==> src/rtl/ttcb_pkg.sv <==
// ----------------------------------------------------------------------------
// ttcb_pkg
// Shared constants, item types, commands and helpers of the cell buffer.
// ----------------------------------------------------------------------------
package ttcb_pkg;

  // Grid geometry
  localparam int COLS   = 48;
  localparam int ROWS   = 14;
  localparam int CELLS  = ROWS * COLS;
  localparam int ADDR_W = $clog2(CELLS);

  // Field widths
  localparam int KIND_W = 2;
  localparam int CHAR_W = 8;
  localparam int ROW_W  = 4;
  localparam int COL_W  = 6;

  // Character codes
  localparam logic [CHAR_W-1:0] CODE_NEWLINE = 8'd10;
  localparam logic [CHAR_W-1:0] CODE_SPACE   = 8'd32;

  // Request kinds
  typedef enum logic [KIND_W-1:0] {
    KIND_PUT   = 2'd0,
    KIND_ERASE = 2'd1,
    KIND_CLEAR = 2'd2,
    KIND_READ  = 2'd3
  } kind_t;

  typedef struct packed {
    kind_t             kind;
    logic [CHAR_W-1:0] char_code;
    logic [ROW_W-1:0]  read_row;
    logic [COL_W-1:0]  read_col;
  } in_item_t;

  typedef struct packed {
    logic [CHAR_W-1:0] cell_char;
    logic [ROW_W-1:0]  cursor_row;
    logic [COL_W-1:0]  cursor_col;
  } out_item_t;

  // Cursor operations
  typedef enum logic [2:0] {
    CUR_HOLD    = 3'd0,
    CUR_NEWROW  = 3'd1,
    CUR_ADVANCE = 3'd2,
    CUR_BACK    = 3'd3,
    CUR_HOME    = 3'd4
  } cur_op_t;

  // Controller to datapath
  typedef struct packed {
    cur_op_t cur_op;
    logic    in_rdy;     // take an item
    logic    scroll;     // rotate top row, start bottom row clear
    logic    clear_all;  // start whole grid clear
    logic    sweep_wr;   // write zero at sweep address
    logic    cell_wr;    // write a character at the cursor
    logic    wr_space;   // write a space instead of the item code
    logic    rd_cell;    // read the requested cell
    logic    out_load;   // load the result register
  } cmd_t;

  // Datapath to controller
  typedef struct packed {
    logic  in_acc;
    kind_t kind;
    logic  newline;
    logic  col_full;
    logic  row_last;
    logic  sweep_done;
    logic  out_free;
  } stat_t;

  // Logical row to physical row under the scroll rotation
  function automatic logic [ROW_W-1:0] phys_row(input logic [ROW_W-1:0] r,
                                                input logic [ROW_W-1:0] top);
    logic [ROW_W:0] sum;
    sum = {1'b0, r} + {1'b0, top};
    if (sum >= (ROW_W+1)'(ROWS)) begin
      sum = sum - (ROW_W+1)'(ROWS);
    end
    return sum[ROW_W-1:0];
  endfunction

  // Physical row and column to memory address
  function automatic logic [ADDR_W-1:0] cell_addr(input logic [ROW_W-1:0] prow,
                                                  input logic [COL_W-1:0] col);
    return ADDR_W'(prow) * ADDR_W'(COLS) + ADDR_W'(col);
  endfunction

endpackage

==> src/rtl/ttcb_ctrl.sv <==
// ----------------------------------------------------------------------------
// ttcb_ctrl
// Sequencer: decodes the latched item and steps the datapath through
// writes, row and grid clears, reads and the result load.
// ----------------------------------------------------------------------------
module ttcb_ctrl (
  input  logic             clk,
  input  logic             rst_n,
  input  ttcb_pkg::stat_t  stat,
  output ttcb_pkg::cmd_t   cmd
);

  typedef enum logic [2:0] {
    ST_INIT,
    ST_IDLE,
    ST_EXEC,
    ST_CLR_ROW,
    ST_CLR_ALL,
    ST_WRITE,
    ST_FINISH
  } state_t;

  state_t state_r, state_nxt;
  logic   pend_wr_r, pend_wr_nxt;  // character still to store after a row clear
  logic   done;

  // Next state and commands
  always_comb begin
    state_nxt   = state_r;
    pend_wr_nxt = pend_wr_r;
    done        = 1'b0;
    cmd         = '0;
    cmd.cur_op  = ttcb_pkg::CUR_HOLD;

    unique case (state_r)
      ST_INIT: begin
        cmd.sweep_wr = 1'b1;
        if (stat.sweep_done) begin
          state_nxt = ST_IDLE;
        end
      end
      ST_IDLE: begin
        cmd.in_rdy = 1'b1;
        if (stat.in_acc) begin
          state_nxt = ST_EXEC;
        end
      end
      ST_EXEC: begin
        unique case (stat.kind)
          ttcb_pkg::KIND_PUT: begin
            if (stat.newline || stat.col_full) begin
              // move to next row, scrolling off the bottom
              cmd.cur_op  = ttcb_pkg::CUR_NEWROW;
              pend_wr_nxt = !stat.newline;
              if (stat.row_last) begin
                cmd.scroll = 1'b1;
                state_nxt  = ST_CLR_ROW;
              end else if (!stat.newline) begin
                state_nxt = ST_WRITE;
              end else begin
                done = 1'b1;
              end
            end else begin
              cmd.cell_wr = 1'b1;
              cmd.cur_op  = ttcb_pkg::CUR_ADVANCE;
              done        = 1'b1;
            end
          end
          ttcb_pkg::KIND_ERASE: begin
            cmd.cell_wr  = 1'b1;
            cmd.wr_space = 1'b1;
            cmd.cur_op   = ttcb_pkg::CUR_BACK;
            done         = 1'b1;
          end
          ttcb_pkg::KIND_CLEAR: begin
            cmd.cur_op    = ttcb_pkg::CUR_HOME;
            cmd.clear_all = 1'b1;
            state_nxt     = ST_CLR_ALL;
          end
          ttcb_pkg::KIND_READ: begin
            cmd.rd_cell = 1'b1;
            state_nxt   = ST_FINISH;
          end
          default: begin
            state_nxt = ST_FINISH;
          end
        endcase
      end
      ST_CLR_ROW: begin
        cmd.sweep_wr = 1'b1;
        if (stat.sweep_done) begin
          if (pend_wr_r) begin
            state_nxt = ST_WRITE;
          end else begin
            done = 1'b1;
          end
        end
      end
      ST_CLR_ALL: begin
        cmd.sweep_wr = 1'b1;
        if (stat.sweep_done) begin
          done = 1'b1;
        end
      end
      ST_WRITE: begin
        cmd.cell_wr = 1'b1;
        cmd.cur_op  = ttcb_pkg::CUR_ADVANCE;
        done        = 1'b1;
      end
      ST_FINISH: begin
        done = 1'b1;
      end
      default: begin
        state_nxt = ST_IDLE;
      end
    endcase

    // Hand the result over once the output register is free
    if (done) begin
      if (stat.out_free) begin
        cmd.out_load = 1'b1;
        state_nxt    = ST_IDLE;
      end else begin
        state_nxt = ST_FINISH;
      end
    end
  end

  // State register
  always_ff @(posedge clk) begin
    if (!rst_n) begin
      state_r   <= ST_INIT;
      pend_wr_r <= 1'b0;
    end else begin
      state_r   <= state_nxt;
      pend_wr_r <= pend_wr_nxt;
    end
  end

endmodule

==> config.mk <==
export PLATFORM = sky130hd
export DESIGN_NAME = ttcb_ctrl
export DESIGN_NICKNAME = d
export VERILOG_FILES = /design/src/rtl/ttcb_pkg.sv /design/src/rtl/ttcb_ctrl.sv
export SDC_FILE = /design/constraint.sdc
export NUM_CORES = 1
export LEC_CHECK = 0
export BUFFER_PORTS_ARGS = -buffer_cell sky130_fd_sc_hd__buf_4
export CAP_MARGIN = 20
export CORE_AREA = 2 2 39 41
export CTS_CLUSTER_DIAMETER = 40
export DETAILED_ROUTE_END_ITERATION = 16
export DIE_AREA = 0 0 41 43
export PLACE_DENSITY = 0.8
export SLEW_MARGIN = 20
export SYNTH_ARGS = -nofsm -noshare
export SYNTH_HDL_FRONTEND = slang
export SYNTH_SLANG_ARGS = --single-unit
==> constraint.sdc <==
create_clock -name clk -period 3.65 [get_ports clk]
set_clock_uncertainty 0.15 [all_clocks]
set_input_delay 0.365 -clock clk [delete_from_list [all_inputs] [get_ports clk]]
set_output_delay 0.365 -clock clk [all_outputs]
set_load 0.1 [all_outputs]
==> flow_summary.toml <==
[critical_path]
crit_chain = "buf_4 > inv_1 > ha_1 > nand3b_1 > a32o_1 > nor2_1 > buf_4"
slowest_delay_ns = 0.34
start_kind = "input pin"
crit_type = "in2out"
cp_max_fo = 9
cp_slowest_cell = "ha_1"
crit_arrival_ns = 1.81
crit_required_ns = 3.13
crit_top_cell = "buf_4"
end_kind = "output port"

[synthesis]
synth_enable_flop_cells = 0
async_flop_share_pct = 0
yosysUniqueCellTypes = 36
postSynthCellCount = 73
seq_area_frac_synth_pct = 14.2
synth_top_area_share_pct = 14.2
synth-main-ff-cell = "dfxtp_1"
syn_area_um2 = 564
synth-seq-cells = 4
synth.largest_area_cell = "dfxtp_1"
postSynthNetCount = 87
yosysMostFrequentCell = "nor2_1"
syn_avg_cell_area_um2 = 7.73
synthTopCellsByCount = "8 x nor2_1, 6 x inv_1, 5 x a21oi_1"
synthTopCellsByArea = "dfxtp_1 14%, ha_1 8.9%, mux2i_1 5.3%"
yosysWarningCount = 0

[drt]
routed_wl_mm = 1.36
drt-initial-drc-count = 12
drt_pass1_iterations = 5
wl_per_cell_um = 12.7
viasPerCell = 5.53
vias = 592
postRouteAntennaNets = 0
drcViolationCount = 0

[cells_and_area]
antenna_cells = 0
synthToLayoutAreaGrowth_pct = 27.9
final_util_pct = 52.2
nFillCells = 139
nNetsFinal = 107
drive_gt1_share_pct = 29.7

[sta]
tightest_slew_ns = 0.419
rsz0062_at_grt = "no"
slew_headroom_pct = 72.0
min_period_over_period_pct = 63.8
fin_crit_ns = 2.33
maxClockFrequency_mhz = 429
setup_tns_ns = 0
hold_viol = 0
setup_violations = 0
slew_viol_final = 0

[run_status]
status = "complete, no violations"

[pwr]
p_leak_nw = 0.315
vdd_drop_max_mv = 0.324
pwr_density_cell_nw_per_um2 = 873

[cts]
clk_latency_ns = 0.23
cts_resized = 0
cts_num_sinks = 4
cts_tree = "built"
cts_setup_buffers = 0
clkSlewWorstSetupHoldPaths_ns = 0.04
clock_path_buffers = 2
cts_hold_buf = 0
cts_made_buffers = 3
htreeDepth = 1
root_buffer = "clkbuf_4"

[grt]
grt_pass1_vias = 541
antenna_found_initial = 0
track_usage_pct = 17.5
grt_overflow = 0
grt_max_degree = 13
grt_pass1_wl_mm = 2.17

[place]
portBuffers = 20
globalplace.congestion = 0.826
dp_hpwl_mm = 1.07

[floorplanning]
dieArea_um2 = 1760
chipWidth_um = 41
fp-row-count = 14
initial_utilization_pct = 40.8
io-pin-count = 21
die_y_um = 43
core_area_um2 = 1380

[job]
maxCapViolations = 0

[min_path]
worst_hold_path_type = "in2reg"
## final timing paths
check / slack (ns) / startpoint / end / cells past startpoint
setup / recovery: 1.32 / stat[5] / cmd[0] / 7
hold / removal: 0.22 / stat[4] / pend_wr_r / 2
setup reg to reg: 1.70 / state_r[0] / state_r[2] / 5
hold reg to reg: 0.44 / pend_wr_r / pend_wr_r / 2
## report_power, final
| group | switching (mW) | internal [mW] | total, mW |
|---|---|---|---|
| clock | 0.0173 | 0.0367 | 0.0540 |
| combinational | 0.328 | 0.144 | 0.472 |
| sequential | 0.0454 | 0.0590 | 0.104 |
| total | 0.391 | 0.240 | 0.631 |
## cell type report
cell class / instances / area, um^2 / area share [%]
Inverter: 6 / 22.5 / 3.12
Sequential cell: 4 / 80.1 / 11.1
Multi-Input combinational cell: 58 / 427 / 59.1
Tap cell: 16 / 20.0 / 2.77
Timing Repair Buffer: 20 / 150 / 20.8
Clock buffer: 3 / 22.5 / 3.12
## per-layer routing
metal	part of all wire, %	wire [um]	GRT usage (%)	vias up
met5	0	0	0	-
met4	0	0	6.00	0
met3	7.6	103	4.71	0
met2	47	641	27.5	27
met1	45	613	22.0	261
li1	-	-	-	304
## cell families after synthesis
family                   Yosys count  share of synthesized area (%)
buffers and inverters             11                           10.2
multiplexers                       4                           7.32
AND/OR/NAND/NOR                   26                           27.7
adder cells (fa/ha/maj)            4                           8.87
AO/OA/AOI/OAI                     24                           31.7
flip-flops                         4                           14.2
## sequential cells by signal, summed over array words and instances, names as in the netlist
name / flops
state_r: 3
pend_wr_r: 1
## layout by cell type, fill, tap and decap left out, types with 2 or more instances in the layout
master,n
inv_1,6
a21oi_1,5
nor3b_1,2
mux2i_1,3
dfxtp_1,4
and2_1,3
a31oi_1,3
nand2_1,4
nor2_1,8
ha_1,4
clkbuf_4,3
a311oi_1,2
o21ai_0,3
buf_4,20
## critical path: cells and delay by family
kind / cells / cell delay [ns]
buffers and inverters: 3 / 0.55
AOI/OAI and AO/OA: 1 / 0.29
adders and majority gates: 1 / 0.34
and+or+nand+nor: 2 / 0.27
## stage by stage
stage          area, um^2  cells  setup WS, ns  power, mW  hold slack [ns]
2_1_floorplan         564     73        0.0948      0.509            0.321
3_3_place_gp          699    104          1.42      0.571            0.422
3_5_place_dp          699    104          1.32      0.573            0.432
4_1_cts               722    107          1.33      0.631            0.214
5_1_grt               722    107          1.18      0.665            0.227
6_report              722    107          1.32      0.631            0.218
Note: power is estimated with default switching activity, not from simulation.
